==> config.mk <==
export PLATFORM = sky130hd
export DESIGN_NAME = alc_div
export DESIGN_NICKNAME = d
export VERILOG_FILES = /design/src/hw/rtl/alc_pkg.sv /design/src/hw/rtl/alc_div.sv
export SDC_FILE = /design/constraint.sdc
export NUM_CORES = 1
export LEC_CHECK = 0
export BUFFER_PORTS_ARGS = -buffer_cell sky130_fd_sc_hd__buf_4
export CAP_MARGIN = 20
export CORE_ASPECT_RATIO = 0.8
export CORE_MARGIN = 2
export CORE_UTILIZATION = 30
export CTS_CLUSTER_DIAMETER = 30
export CTS_CLUSTER_SIZE = 28
export DETAILED_ROUTE_END_ITERATION = 12
export PLACE_DENSITY = 0.58
export SLEW_MARGIN = 40
export SYNTH_ARGS = -nofsm -noshare
export SYNTH_HDL_FRONTEND = slang
export SYNTH_SLANG_ARGS = --single-unit
==> constraint.sdc <==
create_clock -name clk -period 3.7 [get_ports clk]
set_clock_uncertainty 0.1 [all_clocks]
set_input_delay 0.74 -clock clk [delete_from_list [all_inputs] [get_ports clk]]
set_output_delay 0.74 -clock clk [all_outputs]
set_load 0.02 [all_outputs]
==> src/hw/rtl/alc_pkg.sv <==
// Shared widths, constants and divider handshake types for the loop recorder.
`timescale 1ns / 1ps
`default_nettype none
package alc_pkg;

  localparam int MAX_LOOP   = 65536;
  localparam int POS_W      = $clog2(MAX_LOOP);
  localparam int LEN_W      = POS_W + 1;
  localparam int BANK_DEPTH = 2 * MAX_LOOP;
  localparam int ADDR_W     = $clog2(BANK_DEPTH);

  localparam int SAMPLE_W = 16;
  localparam int FRAME_W  = 2 * SAMPLE_W;
  localparam int GAIN_W   = 16;
  localparam int CF_W     = 13;
  localparam int CMP_W    = (LEN_W > CF_W) ? LEN_W : CF_W;
  localparam int FRAC_W   = 15;

  // Crossfade numerator: |loop * r + start * (C - r)| stays below 2^28
  localparam int NUM_W = 30;
  localparam int MAG_W = 29;

  localparam int PROD_W = SAMPLE_W + GAIN_W + 1;
  localparam int ACC_W  = PROD_W + 2;

  localparam logic [GAIN_W-1:0] GAIN_RESET  = GAIN_W'(16384);
  localparam logic [CF_W-1:0]   XFADE_RESET = CF_W'(480);
  localparam int ROUND_HALF = 16384;
  localparam int SAT_MAX    = 32767;
  localparam int SAT_MIN    = -32768;

  typedef struct packed {
    logic                       start;
    logic signed [NUM_W-1:0]    num_l;
    logic signed [NUM_W-1:0]    num_r;
    logic        [CF_W-1:0]     den;
  } div_req_t;

  typedef struct packed {
    logic                       done;
    logic signed [SAMPLE_W-1:0] quo_l;
    logic signed [SAMPLE_W-1:0] quo_r;
  } div_rsp_t;

endpackage
`default_nettype wire

==> src/hw/rtl/alc_div.sv <==
// Two-lane restoring divider, one quotient bit per cycle, truncating toward zero.
`timescale 1ns / 1ps
`default_nettype none
module alc_div import alc_pkg::*; (
  input  logic     clk,
  input  logic     rst,
  input  div_req_t req,
  output div_rsp_t rsp
);

  localparam int CNT_W = $clog2(MAG_W + 1);

  logic [CNT_W-1:0]    cnt;
  logic                done;
  logic                neg_l, neg_r;
  logic [MAG_W-1:0]    quo_l, quo_r;
  logic [CF_W-1:0]     rem_l, rem_r;
  logic [CF_W-1:0]     den;
  logic [NUM_W-1:0]    abs_l, abs_r;
  logic [CF_W:0]       sh_l, sh_r;
  logic                fit_l, fit_r;
  logic [SAMPLE_W:0]   q_l, q_r;

  assign abs_l = req.num_l[NUM_W-1] ? NUM_W'(-req.num_l) : req.num_l;
  assign abs_r = req.num_r[NUM_W-1] ? NUM_W'(-req.num_r) : req.num_r;

  // Bring down the next dividend bit and try the subtract
  assign sh_l  = {rem_l, quo_l[MAG_W-1]};
  assign sh_r  = {rem_r, quo_r[MAG_W-1]};
  assign fit_l = sh_l >= {1'b0, den};
  assign fit_r = sh_r >= {1'b0, den};

  always_ff @(posedge clk) begin
    if (rst) begin
      cnt  <= '0;
      done <= 1'b0;
    end else begin
      done <= (cnt == CNT_W'(1));
      if (req.start) begin
        cnt <= CNT_W'(MAG_W);
      end else if (cnt != '0) begin
        cnt <= cnt - CNT_W'(1);
      end
    end
  end

  always_ff @(posedge clk) begin
    if (req.start) begin
      neg_l <= req.num_l[NUM_W-1];
      neg_r <= req.num_r[NUM_W-1];
      quo_l <= abs_l[MAG_W-1:0];
      quo_r <= abs_r[MAG_W-1:0];
      rem_l <= '0;
      rem_r <= '0;
      den   <= req.den;
    end else if (cnt != '0) begin
      rem_l <= fit_l ? CF_W'(sh_l - {1'b0, den}) : sh_l[CF_W-1:0];
      rem_r <= fit_r ? CF_W'(sh_r - {1'b0, den}) : sh_r[CF_W-1:0];
      quo_l <= {quo_l[MAG_W-2:0], fit_l};
      quo_r <= {quo_r[MAG_W-2:0], fit_r};
    end
  end

  assign q_l = neg_l ? (SAMPLE_W+1)'(-quo_l[SAMPLE_W:0]) : quo_l[SAMPLE_W:0];
  assign q_r = neg_r ? (SAMPLE_W+1)'(-quo_r[SAMPLE_W:0]) : quo_r[SAMPLE_W:0];

  assign rsp.done  = done;
  assign rsp.quo_l = q_l[SAMPLE_W-1:0];
  assign rsp.quo_r = q_r[SAMPLE_W-1:0];

endmodule
`default_nettype wire

==> results of run 1 <==
## through the flow
step / cell area (sq um) / hold WS (ps)
2_1_floorplan: 7300 / 353
3_3_place_gp: 8430 / 378
3_5_place_dp: 8430 / 383
4_1_cts: 8720 / 394
5_1_grt: 8720 / 420
6_report: 8720 / 393
## placed cells by master, fill, tap and decap left out, drive strengths merged, types with 5 or more instances in the layout
cell,count
a211oi,10
a21o,6
a21oi,89
a31oi,7
buf,118
clkbuf,9
dfxtp,32
edfxtp,73
ha,32
inv,39
mux2i,12
nand2,57
nand2b,12
nand3,10
nand3b,6
nand4,6
nor2,87
nor2b,8
nor3,20
nor4,10
o21a,5
o21ai,54
o31ai,25
o41ai,9
or2,5
or3,11
or4,10
xnor2,47
xor2,50
## cell families after synthesis
kind of cell,after synthesis
simple gates,256
compound gates,233
flops,105
xor+xnor,97
buf+inv,69
fa+ha+maj,34
mux,15
## final cells by class
cell class                      count  area share (%)
Multi-Input combinational cell    635            48.0
Sequential cell                   105            32.5
Timing Repair Buffer              118            10.2
Tap cell                          318            4.56
Clock buffer                        9            2.58
Inverter                           36            1.55
Clock inverter                      7           0.703
## per-layer routing
metal / wire length, microns / GRT usage, % / vias to the layer above
met3: 1140 / 3.49 / 10
li1: - / - / 3165
met5: 0 / 0 / -
met1: 9310 / 20.8 / 2872
met2: 7820 / 22.1 / 130
met4: 122 / 3.00 / 0
## worst min path at each step
| stage | depth (start not counted) | from | endpoint |
|---|---|---|---|
| 3_3_place_gp | 2 | rem_l[2] | rem_l[2] |
| 5_1_grt | 2 | rem_r[9] | rem_r[9] |
| 6_report | 2 | rem_r[2] | rem_r[2] |
| 2_1_floorplan | 2 | rem_l[2] | rem_l[2] |
| 4_1_cts | 2 | rem_r[2] | rem_r[2] |
| 3_5_place_dp | 2 | rem_r[2] | rem_r[2] |
## power by group
group          total, W  internal, W  switching [W]  leakage (nW)
Sequential      0.00165      0.00148       0.000169         0.997
Combinational   0.00173     0.000779       0.000952          2.27
Clock          0.000951     0.000471       0.000480         0.140
Total           0.00433      0.00273        0.00160          3.41
## state kept, by name, summed over array words and instances, names as in the netlist
name and count:
done 1, quo_l 29, rem_l 13, rem_r 13
neg_r 1, quo_r 29, den 13, neg_l 1
cnt 5
## tightest hold or removal path: cells and delay by family, from the launching register on
family             cells  cell delay, ps
DFF                    1             330
AOI/OAI and AO/OA      1              60
and+or+nand+nor        1              50
## repair_timing
item                                    in CTS  in global routing
resized for setup                            0                  1
endpoints found under the hold margin        0                  0
endpoints found under the setup margin       0                  1
==> results.cfg, run 1 <==
[outcome]
outcome = finished, final reports clean

[global_route]
antenna_found_initial = 0
grt_pass1_vias = 5809
grt_pass1_wl_microns = 29600
grtUsageTotal_pct = 14.5
grt_remaining_overflow = 0
grt_max_degree = 61

[die]
initial_core_util_pct = 30.3
core_sq_mm = 0.0241
io_pins = 109
die_h_microns = 144
die_w_microns = 178
die-area_sq_mm = 0.0256
num_rows = 51

[finish]
num_antenna_cells = 0
drive_gt1_share_pct = 17.4
seq_area_sq_mm = 0.00283
syn2layout_area_growth_pct = 19.5
multiInputGateArea_sq_mm = 0.00418
fin_util_pct = 36.2
fillers = 2522
stdcell_count = 1228
nNetsFinal = 1015

[synth]
synth.most_common_cell = a21oi_1
synth_top_cell_by_area = edfxtp_1
synth_top_flop_cell = edfxtp_1
synth_edf_count = 73
synth_compound_area_share_pct = 19.8
ys_types = 59
ys_seq_area_share_pct = 38.8
synth_nets = 919
synthTopCellsByArea = edfxtp_1 (30%), dfxtp_1 (8.8%), a21oi_1 (6.1%)
syn_inst = 809
synthAdderAreaFrac_pct = 6.03
yosysWarnings = 0
synthXorXnorAreaFrac_pct = 11.6
syn_area_sq_mm = 0.00730
synth_top_family_by_area = compound AO/OA/AOI/OAI gates
ys_seq_elements = 105
synth.area.mux_share_pct = 2.11
synthTopCellsByCount = a21oi_1 (89), nor2_1 (87), edfxtp_1 (73)
synth_top_cell_area_share_pct = 30.0
ys_async_sr_fraction_pct = 0
syn_area_per_cell_sq_um = 9.02
synth_simple_gate_area_share_pct = 17.5

[critical_path]
endpoint = rsp[13]
critical_path.startpoint = quo_r[0]
crit_family = simple AND/OR/NAND/NOR gates
path_cells = or3_1 > or3b_2 > or4_4 > o41ai_2 > xnor2_1 > buf_4
rr_worst_depth = 10
crit_path_end_kind = primary output
crit_type = register to primary output
arrival_ps = 2740
r2r-start = quo_r[28]
cp.depth = 6
critPathSlowestCell = or3b_2
rrSetupSlack_ps = 520
worstPathMaxFanout = 4
regToRegEndpoint = rem_r[11]
slowest_delay_ps = 510
critPathBufInv = 1
critical_path_required_ps = 2860
cp-start-kind = register

[detailed_routing]
vias_per_cell = 5.03
drt_wl_total_microns = 18400
drt_iter0_markers = 412
drtPass1Iterations = 5
vias = 6177
antenna_left = 0
drc = 0
wl_per_cell_microns = 15.0

[placement]
post-place-ws_ps = 479
hpwl_microns = 13500
gp_congestion = 0.816
place.port_buffers = 108
dpl.cell_count = 1212

[clocking]
clock_latency_ps = 360
path_clk_slew_ps = 70
cts_tree = yes
h-tree-depth = 3
cts-root-buf = clkbuf_16
cts_made_buffers = 9
clock_path_buffers = 2
post_cts_buffers = 0
cts.sinks = 105
holdBufCountCts = 0

[timing]
setup_tns_ps = 0
finalHoldViolations = 0
tightest_slew_ps = 799
period_minus_slack_ps = 3580
timing.final.crit_share_pct = 96.8
setup-violations-final = 0
drv_slew = 0
rsz0062_at_grt = no
fmax_ghz = 0.279
fin_ws_ps = 120
maxSlewHeadroom_pct = 46.7

[power]
ir_drop_v = 0.000239
cellPowerDensity_mw_per_mm2 = 497
p_leak_nw = 3.41
power_w = 0.00433

[run]
drv_cap = 0

[worst_hold_path]
min_path_type = register to register
Note: power is estimated with default switching activity, not from simulation.
==> inputs of run 2 (changes only) <==
- PLACE_DENSITY: 0.58 -> not set
- PLACE_DENSITY_LB_ADDON: not set -> 0.12
==> results.cfg, run 2 (synthesized netlist as in run 1, its figures left out) <==
[outcome]
outcome = finished, final reports clean

[critical_path]
critPathBufInv = 1
slowest_delay_ps = 510
cp.depth = 6
cp-start-kind = register
critical_path_required_ps = 2860
rr_worst_depth = 12
crit_family = simple AND/OR/NAND/NOR gates
arrival_ps = 2730
critPathSlowestCell = or3b_2
crit_type = register to primary output
crit_path_end_kind = primary output
worstPathMaxFanout = 4
path_cells = or3_4 > or3b_2 > or4_4 > o41ai_4 > xnor2_1 > buf_4

[timing]
period_minus_slack_ps = 3570
setup_tns_ps = 0
timing.final.crit_share_pct = 96.6
setup-violations-final = 0
fmax_ghz = 0.280
tightest_slew_ps = 794
drv_slew = 0
maxSlewHeadroom_pct = 46.6
rsz0062_at_grt = no
finalHoldViolations = 0

[placement]
gp_congestion = 0.780
placed_area_sq_mm = 0.00846
place.port_buffers = 108
hpwl_microns = 13900

[die]
die_h_microns = 144
io_pins = 109
die_w_microns = 178
num_rows = 51
core_sq_mm = 0.0241
die-area_sq_mm = 0.0256
initial_core_util_pct = 30.3

[global_route]
antenna_found_initial = 0
grtUsageTotal_pct = 14.9
grt_pass1_vias = 5762
grt_pass1_wl_microns = 30200
grt_max_degree = 119
grt_remaining_overflow = 0

[detailed_routing]
vias = 6128
drc = 0
vias_per_cell = 4.99
drt_wl_total_microns = 18700
antenna_left = 0
wl_per_cell_microns = 15.2
drt_iter0_markers = 369
drtPass1Iterations = 5

[clocking]
clock_path_buffers = 2
clock_latency_ps = 360
path_clk_slew_ps = 70
holdBufCountCts = 0
cts_tree = yes
h-tree-depth = 3
cts-root-buf = clkbuf_16
cts.sinks = 105
cts_made_buffers = 9

[worst_hold_path]
min_path_type = register to register
whs_path_depth = 2

[power]
ir_drop_v = 0.000196
p_leak_nw = 3.45
cellPowerDensity_mw_per_mm2 = 509

[finish]
nNetsFinal = 1016
final_cell_area_sq_mm = 0.00881
layout_common_cells = buf_4 (117), a21oi_1 (89), nor2_1 (86), edfxtp_1 (73), nand2_1 (57)
final_common_cell = buf_4
drive_gt1_share_pct = 17.7
syn2layout_area_growth_pct = 20.7
num_antenna_cells = 0
largest_registers = quo_l x29, quo_r x29

[run]
drv_cap = 0
-- run 2: layout make-up --
type,instances,area (sq um)
fill,2538,15300
multi-input combinational,635,4200
sequential,105,2830
timing repair buffer,119,918
tap,318,398
clock buffer,11,264
inverter,36,135
clock inverter,5,58.8
-- run 2: where the power goes --
group	internal [W]	switching (W)	total, W
Clock	0.000588	0.000461	0.00105
Combinational	0.000810	0.000965	0.00178
Sequential	0.00149	0.000174	0.00166
Total	0.00288	0.00160	0.00448
-- run 2: what timing repair did --
| item | CTS | global route |
|---|---|---|
| setup endpoints to repair | 0 | 2 |
| setup buffers | 0 | 0 |
| resized for setup | 0 | 3 |
-- run 2: metrics by stage --
step	instances	hold WS [ps]	utilization, %	setup WS [ps]	power (W)
floorplan	809	353	-	643	0.00287
global route	1229	417	36.5	26.2	0.00481
finish	1229	389	36.5	126	0.00448
detailed placement	1213	380	35.1	465	0.00346
CTS	1229	392	36.4	76.2	0.00453
global placement	1213	375	35.1	502	0.00347
-- run 2: final timing paths --
check | startpoint | end | slack, ps
max | quo_r[0] | rsp[13] | 130
min | rem_r[10] | rem_r[10] | 390
max reg2reg | quo_l[28] | rem_l[0] | 470
min reg2reg | rem_r[10] | rem_r[10] | 390
-- run 2: worst reg2reg max path: stages (launching register included) --
cell	delay, ps
edfxtp_1	360
inv_1	80
ha_1	170
inv_1	60
fa_1	420
a21o_1	220
a2111oi_0	500
buf_4	200
o21bai_1	100
a41oi_2	260
buf_12	200
mux2_2	360
a21oi_1	130
-- run 2: metal layers --
metal,up-vias,global-route usage (%),part of all wire (%)
li1,3168,-,-
met1,2833,21.8,52
met2,117,22.4,42
met3,10,3.23,4.6
met4,0,3.34,0.91
met5,-,0,0
==> inputs of run 3 (changes only) <==
- CAP_MARGIN: 20 -> not set
- SETUP_SLACK_MARGIN: not set -> 0.15
==> results.cfg, run 3 (synthesized netlist as in run 1, its figures left out) <==
[finish]
largest_registers = quo_l x29, quo_r x29
final_cell_area_sq_mm = 0.00883
fillers = 2540
layout_common_cells = buf_4 (119), a21oi_1 (89), nor2_1 (86), edfxtp_1 (73), nand2_1 (57)
final_common_cell = buf_4
num_antenna_cells = 0
multiInputGateArea_sq_mm = 0.00420
drive_gt1_share_pct = 17.9
seq_area_sq_mm = 0.00283
nNetsFinal = 1018
syn2layout_area_growth_pct = 20.9

[clocking]
h-tree-depth = 3
cts_made_buffers = 9
cts_tree = yes
path_clk_slew_ps = 70
cts-root-buf = clkbuf_16
cts.sinks = 105
holdBufCountCts = 0
clock_path_buffers = 2
clock_latency_ps = 360

[critical_path]
crit_path_end_kind = primary output
critical_path.startpoint = quo_r[1]
rr_worst_depth = 12
regToRegEndpoint = rem_l[0]
cp-start-kind = register
crit_type = register to primary output
arrival_ps = 2590
worstPathMaxFanout = 3
r2r-start = quo_l[28]
critical_path_required_ps = 2860
endpoint = rsp[13]
rrSetupSlack_ps = 470

[placement]
place.port_buffers = 108
placed_area_sq_mm = 0.00846
post-place-ws_ps = 465
hpwl_microns = 13900
gp_congestion = 0.780

[die]
die_w_microns = 178
io_pins = 109
num_rows = 51
core_sq_mm = 0.0241
initial_core_util_pct = 30.3
die_h_microns = 144
die-area_sq_mm = 0.0256

[worst_hold_path]
min_path_type = register to register
whs_path_depth = 2
hp-start = rem_r[10]

[detailed_routing]
vias = 6121
drtPass1Iterations = 5
antenna_left = 0
wl_per_cell_microns = 15.2
vias_per_cell = 4.97
drt_wl_total_microns = 18700
drt_iter0_markers = 362
drc = 0

[timing]
period_minus_slack_ps = 3430
rsz0062_at_grt = no
tightest_slew_ps = 795
setup-violations-final = 0
fmax_ghz = 0.292
setup_tns_ps = 0
maxSlewHeadroom_pct = 46.6
timing.final.crit_share_pct = 92.6
fin_ws_ps = 272
finalHoldViolations = 0
drv_slew = 0

[global_route]
grt_remaining_overflow = 0
grt_max_degree = 119
grtUsageTotal_pct = 14.9
grt_pass1_vias = 5765
antenna_found_initial = 0
grt_pass1_wl_microns = 30200

[outcome]
outcome = finished, final reports clean

[run]
drv_cap = 0

[power]
cellPowerDensity_mw_per_mm2 = 509
p_leak_nw = 3.46
power_w = 0.00449
ir_drop_v = 0.000196
## run 3: changes by cell type in the layout (fill, tap and decap cells not counted), sizes merged
| cell | change |
|---|---|
| buf | +2 |
## run 3: worst min path at each step
stage / endpoint / slack [ps]
2_1_floorplan: rem_l[2] / 350
3_3_place_gp: rem_r[4] / 380
3_5_place_dp: rem_r[4] / 380
4_1_cts: rem_r[10] / 390
5_1_grt: rem_r[2] / 420
6_report: rem_r[10] / 390
## run 3: timing repair
item,in CTS,in global routing
setup buffers,2,0
resized for setup,3,1
hold endpoints to repair,0,0
setup endpoints to repair,3,2
## run 3: final cells by class
| type | count | share of cell area [%] |
|---|---|---|
| Clock inverter | 5 | 0.666 |
| Multi-Input combinational cell | 635 | 47.6 |
| Tap cell | 318 | 4.51 |
| Sequential cell | 105 | 32.1 |
| Inverter | 36 | 1.53 |
| Clock buffer | 11 | 2.99 |
| Timing Repair Buffer | 121 | 10.6 |
## run 3: power breakdown
part / internal, W / switching [W]
logic: 0.000814 / 0.000970
clock network: 0.000588 / 0.000460
registers: 0.00149 / 0.000173
## run 3: through the flow
step	std cells	util [%]	hold slack, ps
final	1231	36.6	388
after global routing	1231	36.6	417
after CTS	1231	36.6	392
after detailed placement	1213	35.1	380
after global placement	1213	35.1	375
after floorplan	809	-	353
## run 3: per-layer routing
metal	global-route usage [%]	wire [microns]	vias up
met1	21.9	9690	2810
met4	3.34	169	0
met3	3.23	951	10
met5	0	0	-
li1	-	-	3171
met2	22.3	7850	130
## run 3: critical path, stage by stage, from the launching register on
cell and delay (ps):
edfxtp_1 390, or3_4 410, or3b_4 410, or4_4 460, o41ai_4 240, xnor2_1 160
buf_4 160
